$ cat src/hdl/pmai_ram.sv
// ----------------------------------------------------------------------------
// pmai_ram: generic simple dual-port synchronous RAM
// One write port and one read port, read data registered.
// ----------------------------------------------------------------------------
module pmai_ram #(
	parameter int WIDTH = 8,
	parameter int DEPTH = 16
) (
	input  logic                     clk,
	input  logic                     we,
	input  logic [$clog2(DEPTH)-1:0] waddr,
	input  logic [WIDTH-1:0]         wdata,
	input  logic [$clog2(DEPTH)-1:0] raddr,
	output logic [WIDTH-1:0]         rdata
);

	logic [WIDTH-1:0] mem [DEPTH];

	always_ff @(posedge clk) begin
		if (we) begin
			mem[waddr] <= wdata;
		end
		rdata <= mem[raddr];
	end

endmodule

$ cat config.mk
export PLATFORM = sky130hd
export DESIGN_NAME = pmai_ram
export DESIGN_NICKNAME = d
export VERILOG_FILES = /design/src/hdl/pmai_ram.sv
export SDC_FILE = /design/constraint.sdc
export NUM_CORES = 1
export LEC_CHECK = 0
export BUFFER_PORTS_ARGS = -buffer_cell sky130_fd_sc_hd__buf_4
export CAP_MARGIN = 10
export CELL_PAD_IN_SITES_DETAIL_PLACEMENT = 0
export CELL_PAD_IN_SITES_GLOBAL_PLACEMENT = 2
export CORE_MARGIN = 1
export CORE_UTILIZATION = 47
export DETAILED_ROUTE_END_ITERATION = 10
export GPL_ROUTABILITY_DRIVEN = 0
export HOLD_SLACK_MARGIN = 0.1
export PLACE_DENSITY_LB_ADDON = 0.12
export SYNTH_ARGS = -nofsm -noshare
export SYNTH_HDL_FRONTEND = slang
export SYNTH_SLANG_ARGS = --single-unit
$ cat constraint.sdc
create_clock -name clk -period 4.8 [get_ports clk]
set_input_delay 0.96 -clock clk [delete_from_list [all_inputs] [get_ports clk]]
set_output_delay 0.96 -clock clk [all_outputs]
set_load 0.005 [all_outputs]
Word level (Yosys, flattened, before mapping)
Memories as Yosys holds them, arrays and structs flattened. A register that Yosys moved wholly into a read port is not among the register bits.
Index checks and enable logic that the tools add are counted.
{"block": "word_totals", "register_bits": 0, "mem_bits_rw": 128, "in_bits": 18, "output_inout_bits": 8, "elab_cells": 3, "n_memories": 1}
{"block": "op_classes", "n_mux": 2}
{"memory": "mem", "words": 16, "width": 8, "read_ports": 1, "rd_clocked_by_memory_dff": 1, "write_ports": 1, "line": "17", "rtl": "logic [WIDTH-1:0] mem [DEPTH];"}
{"cell": "1-bit 2-to-1 mux", "count": 2}

Longest topological paths before layout
Gate-level depths: netlist of the first run.
{"block": "logic_depth", "depth_word": 2, "ltp_mapped": 5, "mapped_depth_nobuf": 3}

Worst setup path before layout of the first run
Ideal clock, no wire load.
{"block": "synth_path", "kind": "input to register", "startpoint": "input waddr[2]", "endpoint": "memory mem[0][0] (enable)", "setup_time_ps": 383, "t_arrival_ps": 2070, "required_time_ps": 4417, "path_slack_ps": 2347, "stages": 2, "n_path_buf": 0, "path_cell_list": "or3b_2 > nor3_1"}
{"item": "start: declaration", "line": "11", "rtl": "input logic [$clog2(DEPTH)-1:0] waddr,"}
{"item": "end: declaration", "line": "17"}
No word-level cell before the write port.

Worst setup path after layout of the first run
{"block": "layout_path", "startpoint": "input waddr[2]", "endpoint": "memory mem[0][7] (enable)"}
No word-level cell before the write port.

==> reports/qor_table.md, run 1 <==
| Parameter | Reported |
|---|---|
| Initial antenna violation count | 0 |
| VDD IR-drop max | 0.243 mV |
| Input/output buffers | 25 |
| Yosys synthesis warning count | 0 |
| Synthesized instance count | 229 |
| Setup repair after global routing missed its margin | no |
| Initial cell density of the core | 0.492 |
| Highest achievable clock rate | 0.427 GHz |
| Netlist cell types | 19 |
| WP data required | 4.93 ns |
| Worst R2R Path Depth | 3 |
| Kind of capture point of the worst setup path | flip-flop |
| Kind of start point of the critical path | primary input |
| Share of cell area taken by muxes after synthesis | 0.150 |
| Hold WC Path Type | flip-flop to flip-flop |
| Total number of clock tree sinks | 136 |
| Register bit count reported by yosys | 136 |
| Yosys top cell by area | sky130_fd_sc_hd__edfxtp_1 |
| Grt total ovfl | 0 |
| Final worst-path cycle share | 0.487 |
| Final hold violation count | 0 |
| Max-Cap Viols | 0 |
| Basic-gate share of the synthesized area counting and, or, nand and nor cells | 0.0318 |
| Top delay family on crit path | simple AND/OR/NAND/NOR gates |
| Main combinational cell family by area after synthesis | multiplexers |
| Half-perimeter wire length after placement | 5670 um |
| List of cells traversed by the critical path | buf_4, or3b_2, nor3_1 |
| Post-CTS setup buffers | 0 |
| # hold bufs at CTS | 0 |
| Area added between synthesis and finish | 17.3% |
| Max Slew Vio Count | 0 |
| Seq/Total Area, Yosys | 0.778 |
| Max incr delay on CP | 0.88 ns |
| Final nets | 284 |
| Transition time of the tightest slew-check pin | 1.13 ns |
| Adder-cell share of the synthesized area | 0 |
| Post-place instance area | 0.00544 mm^2 |
| Smallest setup slack after layout | 2.46 ns |
| List of most frequent post-synthesis cells | 128 x sky130_fd_sc_hd__edfxtp_1, 18 x sky130_fd_sc_hd__mux4_2, 16 x sky130_fd_sc_hd__a22oi_1 |
| Length of the first detailed-routing pass in iterations | 4 |
| Total Negative Setup Slacks | 0 ns |
| Clock buffers created by TritonCTS | 17 |
| Routed wire length | 9570 um |
| Static leakage | 2.02 nW |
| CP Class | primary input to flip-flop |
| Largest cells by area after synthesis | sky130_fd_sc_hd__edfxtp_1 75%, sky130_fd_sc_hd__mux4_2 7.9%, sky130_fd_sc_hd__mux4_1 7.1% |
| Clock-pin slew on the worst setup and hold paths | 0.06 ns |
| Layout Utilization | 0.577 |
| Post-route antenna net violation count | 0 |
| Share of the synthesized area in the top cell type | 0.747 |
| Number of gates given a new drive strength after cts | 0 |
| Top-level I/O count | 26 |
| Cell Area, Synth | 0.00515 mm^2 |
| Post-layout instance area | 0.00604 mm^2 |
| CP Launch Point | waddr[2] |
| Vias in the first global route | 2,366 |
| Antenna Diode Count | 0 |
| Run status | completed |
| Synth async-reset ratio | 0 |
| Endpoint of the worst register-to-register path | rdata[5]$_DFF_P_ |
| Die Outline Area | 0.0114 mm^2 |
| Worst slack at placement | 1.93 ns |
| Core area | 0.0105 mm^2 |
| Clock latency on the worst-skew pair | 0.52 ns |
| WP buf/inv | 1 |
| Arrival time at the worst endpoint | 2.47 ns |
| CTS Buffer Depth | 2 |
| Most repeated cell in the gate-level netlist after synthesis | sky130_fd_sc_hd__edfxtp_1 |
| Pin count of the biggest net entering global routing | 33 |
| Wire length of the first global-routing pass | 14,200 um |
| Die Y-Extent | 107 um |
| Slowest stage cell on the critical path | sky130_fd_sc_hd__nor3_1 |
| Reg2Reg Launch Point | mem[0][5]$_DFFE_PP_ |
| EDFF count, synth | 128 |
| Synthesized area per cell | 22.5 um^2 |
| Clock Skews | 0.00959 ns |
| Iteration-0 DRC count of the detailed router | 123 |
| Highest fanout seen on the critical path | 8 |
| Critical hold path startpoint | mem[12][4]$_DFFE_PP_ |
| Final setup vio count | 0 |
| Power per standard cell area | 454 mW/mm^2 |
| Terminating pin of the worst hold path | rdata[4]$_DFF_P_ |
| Most used DFF post-synth | sky130_fd_sc_hd__edfxtp_1 |
| Synthesized-area fraction occupied by ao, oa, aoi and oai cells | 0.0233 |
| Average wire per standard cell | 23.0 um |
| Number of stages on the worst hold path | 3 |
| Max-Slew Margin vs Limit | 0.239 |
| Htree depth | 4 |
| Total number of placement rows | 37 |
| Cell chosen for the clock root | sky130_fd_sc_hd__clkbuf_8 |
| TritonCTS clock tree | yes |
| Shortest period the worst path allows | 2.34 ns |
| Per-cell via count in the routed design | 5.54 |
| Vias | 2,298 |
| Synth Area in XOR/XNOR | 0 |
| Total global-route track usage | 0.185 |
| Drt drc | 0 |
| Share of final-layout standard cells stronger than drive strength 1 | 0.280 |
| Final total power | 2.74 mW |
| Reg2reg setup slack | 3.37 ns |
| Post-synthesis net count | 247 |
| Horizontal die dimension | 107 um |
==> tightest hold or removal path: cells and delay by family (launching register included) <==
family / cells / cell delay [ns]
DFF: 1 / 0.31
muxes: 1 / 0.22
and+or+nand+nor: 1 / 0.06
AOI/OAI and AO/OA: 1 / 0.06
==> sequential cells by signal, summed over array words and instances, names as in the netlist <==
register	count
mem	128
rdata	8
==> cell type report <==
| type | count | area (um^2) |
|---|---|---|
| Multi-Input combinational cell | 83 | 1060 |
| Sequential cell | 136 | 4000 |
| Clock inverter | 12 | 150 |
| Timing Repair Buffer | 28 | 210 |
| Clock buffer | 20 | 445 |
| Tap cell | 136 | 170 |
| Fill cell | 797 | 4430 |
==> cell usage in the layout, fill, tap and decap left out, types with 3 or more instances in the layout <==
master / Yosys / routed
sky130_fd_sc_hd__mux4_1: 14 / 14
sky130_fd_sc_hd__clkbuf_8: 0 / 3
sky130_fd_sc_hd__mux4_2: 18 / 18
sky130_fd_sc_hd__clkbuf_16: 0 / 16
sky130_fd_sc_hd__dfxtp_1: 8 / 8
sky130_fd_sc_hd__nor2_1: 13 / 13
sky130_fd_sc_hd__edfxtp_1: 128 / 128
sky130_fd_sc_hd__clkinv_2: 0 / 4
sky130_fd_sc_hd__bufinv_16: 0 / 3
sky130_fd_sc_hd__buf_4: 1 / 28
sky130_fd_sc_hd__clkinvlp_4: 0 / 3
sky130_fd_sc_hd__nor3_1: 4 / 4
sky130_fd_sc_hd__nand2_1: 9 / 9
sky130_fd_sc_hd__a22oi_1: 16 / 16
==> worst max path at each step <==
stage                          end  slack [ns]  cells after the start
2_1_floorplan  mem[0][0]$_DFFE_PP_        2.35                      2
3_3_place_gp   mem[0][7]$_DFFE_PP_        1.99                      3
3_5_place_dp   mem[0][7]$_DFFE_PP_        1.93                      3
4_1_cts        mem[0][7]$_DFFE_PP_        2.47                      3
5_1_grt        mem[0][7]$_DFFE_PP_        2.37                      3
6_report       mem[0][7]$_DFFE_PP_        2.46                      3
==> report_power, final <==
group	switching, mW	internal (mW)
sequential	0.00665	1.33
clock	0.469	0.816
combinational	0.0671	0.0554
==> routing by layer <==
layer  up-vias  part of all wire  track usage
met4         0            0.0099       0.0705
met2        81              0.47        0.267
met5         -                 0            0
met3         6             0.064       0.0517
li1       1048                 -            -
met1      1163              0.45        0.272
==> stage by stage <==
step | hold slack (ns) | cells
after floorplan | 0.629 | 229
after global placement | 0.650 | 383
after detailed placement | 0.660 | 383
after CTS | 0.674 | 415
after global routing | 0.699 | 415
final | 0.672 | 415
==> kinds of logic (layout without fill, tap and decap cells) <==
group,count (synthesis),after routing
buffers and inverters,10,60
AOI/OAI and AO/OA,16,16
and+or+nand+nor,35,35
DFF,136,136
muxes,32,32
No activity file was read; power rests on OpenSTA's default activity.
==> inputs of run 2 (changes only) <==
--- a/config.mk
+++ b/config.mk
@@ -10,7 +10,7 @@
 export CELL_PAD_IN_SITES_DETAIL_PLACEMENT = 0
 export CELL_PAD_IN_SITES_GLOBAL_PLACEMENT = 2
 export CORE_MARGIN = 1
-export CORE_UTILIZATION = 47
+export CORE_UTILIZATION = 43
 export DETAILED_ROUTE_END_ITERATION = 10
 export GPL_ROUTABILITY_DRIVEN = 0
 export HOLD_SLACK_MARGIN = 0.1
==> constraint.sdc (replaced) <==
create_clock -name clk -period 2.1 [get_ports clk]
set_input_delay 0.42 -clock clk [delete_from_list [all_inputs] [get_ports clk]]
set_output_delay 0.42 -clock clk [all_outputs]
set_load 0.005 [all_outputs]
==> run 2 against run 1 <==
Utilization is 4.6 points lower; largest cell class unchanged; register-to-register slack lost 2.6 ns; die area increased by 9.1%; sequential share of layout area fell by 1.1 points; routed wire length is 2.6% higher; non-clock buffer count grew 20; combinational power is 140% higher; hold slack got worse by 0.35 ns; critical endpoint is now rdata[1]$_DFF_P_; the flow now finishes with violations (design-rule violations); highest routed layer unchanged; total power rose by 120%.
==> reports/qor_table.md, run 2 (synthesis gave the netlist of run 1 again) <==
| Parameter | Reported | vs previous |
|---|---|---|
| Final nets | 304 | was 284 |
| Wire length of the first global-routing pass | 15,100 um | was 14,200 um |
| Number of gates given a new drive strength after cts | 0 | unchanged |
| Regs by FF count | mem (128), rdata (8) | unchanged |
| Post-CTS setup buffers | 0 | unchanged |
| VDD IR-drop max | 0.476 mV | was 0.243 mV |
| CP Class | primary input to flip-flop | unchanged |
| Initial antenna violation count | 0 | unchanged |
| Post-route antenna net violation count | 0 | unchanged |
| Die Y-Extent | 111 um | was 107 um |
| WP data required | 2.39 ns | was 4.93 ns |
| Input/output buffers | 25 | unchanged |
| Final worst-path cycle share | 0.705 |  |
| Final hold violation count | 0 | unchanged |
| Highest fanout seen on the critical path | 10 | was 8 |
| Run status | finished with violations | was completed |
| Horizontal die dimension | 111 um | was 107 um |
| Per-cell via count in the routed design | 5.42 | was 5.54 |
| Iteration-0 DRC count of the detailed router | 200 | was 123 |
| Area added between synthesis and finish | 19.3% | was 17.3% |
| Final total power | 5.98 mW | was 2.74 mW |
| Routed wire length | 9810 um | was 9570 um |
| Die Outline Area | 0.0124 mm^2 | was 0.0114 mm^2 |
| Number of stages on the worst hold path | 1 | was 3 |
| Antenna Diode Count | 0 | unchanged |
| Drt drc | 8 | was 0 |
| Total number of placement rows | 39 | was 37 |
| Grt total ovfl | 0 | unchanged |
| Critical hold path startpoint | wdata[1] | was mem[12][4]$_DFFE_PP_ |
| Endpoint of the worst register-to-register path | rdata[0]$_DFF_P_ | was rdata[5]$_DFF_P_ |
| Kind of capture point of the worst setup path | flip-flop | unchanged |
| Kind of start point of the critical path | primary input | unchanged |
| Most common cell after layout, fill and taps aside | sky130_fd_sc_hd__edfxtp_1 | unchanged |
| Total number of clock tree sinks | 136 | unchanged |
| WP buf/inv | 2 | was 1 |
| Vias in the first global route | 2,454 | was 2,366 |
| Top-level I/O count | 26 | unchanged |
| Filler cell count | 900 | was 797 |
| Clock latency on the worst-skew pair | 0.41 ns | was 0.52 ns |
| CTS Buffer Depth | 2 | unchanged |
| Static leakage | 2.09 nW | was 2.02 nW |
| Hold WC Path Type | primary input to flip-flop | was flip-flop to flip-flop |
| Clock-pin slew on the worst setup and hold paths | 0.05 ns | was 0.06 ns |
| CP dominant cell by count | sky130_fd_sc_hd__buf_4 |  |
| Clock buffers created by TritonCTS | 17 | unchanged |
| Layout Utilization | 0.531 | was 0.577 |
| # hold bufs at CTS | 0 | unchanged |
| Cell chosen for the clock root | sky130_fd_sc_hd__clkbuf_16 | was sky130_fd_sc_hd__clkbuf_8 |
| Vias | 2,396 | was 2,298 |
| Worst R2R Path Depth | 3 | unchanged |
| Arrival time at the worst endpoint | 1.77 ns | was 2.47 ns |
| Violated checks | design-rule violations |  |
| Max-Cap Viols | 0 | unchanged |
| TritonCTS clock tree | yes | unchanged |
| Total Negative Setup Slacks | 0 ns | unchanged |
| Core area | 0.0116 mm^2 | was 0.0105 mm^2 |
| Htree depth | 4 | unchanged |
| Initial cell density of the core | 0.445 | was 0.492 |
| Commonest cells after routing, fill and taps aside | 128 x sky130_fd_sc_hd__edfxtp_1, 47 x sky130_fd_sc_hd__buf_4, 18 x sky130_fd_sc_hd__mux4_2 | was 128 x sky130_fd_sc_hd__edfxtp_1, 28 x sky130_fd_sc_hd__buf_4, 18 x sky130_fd_sc_hd__mux4_2 |
| Power per standard cell area | 974 mW/mm^2 | was 454 mW/mm^2 |
| Largest register by flop count | mem | unchanged |
| Transition time of the tightest slew-check pin | 0.423 ns | was 1.13 ns |
| Length of the first detailed-routing pass in iterations | 7 | was 4 |
| Reg2Reg Launch Point | mem[11][0]$_DFFE_PP_ | was mem[0][5]$_DFFE_PP_ |
| Max Slew Vio Count | 0 | unchanged |
| Average wire per standard cell | 22.2 um | was 23.0 um |
| CP Launch Point | raddr[0] | was waddr[2] |
| Slowest stage cell on the critical path | sky130_fd_sc_hd__mux4_1 | was sky130_fd_sc_hd__nor3_1 |
| Max incr delay on CP | 0.57 ns | was 0.88 ns |
| Highest achievable clock rate | 0.675 GHz |  |
| Reg2reg setup slack | 0.76 ns | was 3.37 ns |
| Terminating pin of the worst hold path | mem[4][1]$_DFFE_PP_ | was rdata[4]$_DFF_P_ |
| Max-Slew Margin vs Limit | 0.718 | was 0.239 |
| Pin count of the biggest net entering global routing | 26 | was 33 |
| Total global-route track usage | 0.177 | was 0.185 |
| Final setup vio count | 0 | unchanged |
| Half-perimeter wire length after placement | 6400 um | was 5670 um |
| List of cells traversed by the critical path | buf_4, buf_4, mux4_1, a22oi_1, nand2_1 | was buf_4, or3b_2, nor3_1 |
| Flip-flop count of the largest register, all copies and words added | 128 | unchanged |
| Clock Skews | 0.00842 ns | was 0.00959 ns |
| Top delay family on crit path | multiplexers | was simple AND/OR/NAND/NOR gates |
| Setup repair after global routing missed its margin | no | unchanged |
| Shortest period the worst path allows | 1.48 ns |  |
| Share of final-layout standard cells stronger than drive strength 1 | 0.314 | was 0.280 |
[run 2: cell types whose count changed in the layout (fill, tap and decap cells not counted), sizes merged]
cell	change
clkbuf	+2
bufinv	-2
buf	+20
[run 2: routing by layer]
layer	up-vias	part of all wire	GRT usage
met5	-	0	0
met4	0	0.0098	0.0694
met3	11	0.051	0.0501
met2	66	0.50	0.273
met1	1237	0.44	0.240
li1	1082	-	-
[run 2: per-stage QoR]
stage	area [um^2]	std cells	hold slack, ns	worst slack, ns
final	6140	442	0.320	0.619
after global routing	6140	442	0.324	0.562
after CTS	6140	442	0.306	0.569
after detailed placement	5610	410	0.667	0.137
after global placement	5610	410	0.658	0.126
after floorplan	5150	229	0.519	0.187
[run 2: final cells by class]
| type | count | area [um^2] | share of cell area |
|---|---|---|---|
| well taps | 143 | 179 | 0.0291 |
| clock buffers | 22 | 444 | 0.0723 |
| repair buffers | 48 | 373 | 0.0607 |
| clock inverters | 10 | 82.6 | 0.0135 |
| flip-flops and latches | 136 | 4000 | 0.652 |
| multi-input cells | 83 | 1060 | 0.172 |
[run 2: worst max path at each step]
stage	to	slack [ns]	cells past startpoint
after CTS	rdata[6]$_DFF_P_	0.57	5
after global placement	rdata[6]$_DFF_P_	0.13	5
final	rdata[1]$_DFF_P_	0.62	5
after floorplan	mem[0][0]$_DFFE_PP_	0.19	2
after detailed placement	rdata[6]$_DFF_P_	0.14	5
after global routing	rdata[6]$_DFF_P_	0.56	5
[run 2: where the power goes]
group / leakage (nW) / switching (mW) / internal (mW)
logic: 0.616 / 0.155 / 0.143
clock network: 0.253 / 1.01 / 1.61
registers: 1.22 / 0.0189 / 3.04
[run 2: worst register-to-register path, stage by stage (launching register included)]
cell                       delay [ns]
sky130_fd_sc_hd__edfxtp_1        0.37
sky130_fd_sc_hd__mux4_2          0.47
sky130_fd_sc_hd__a22oi_1         0.29
sky130_fd_sc_hd__nand2_1         0.08
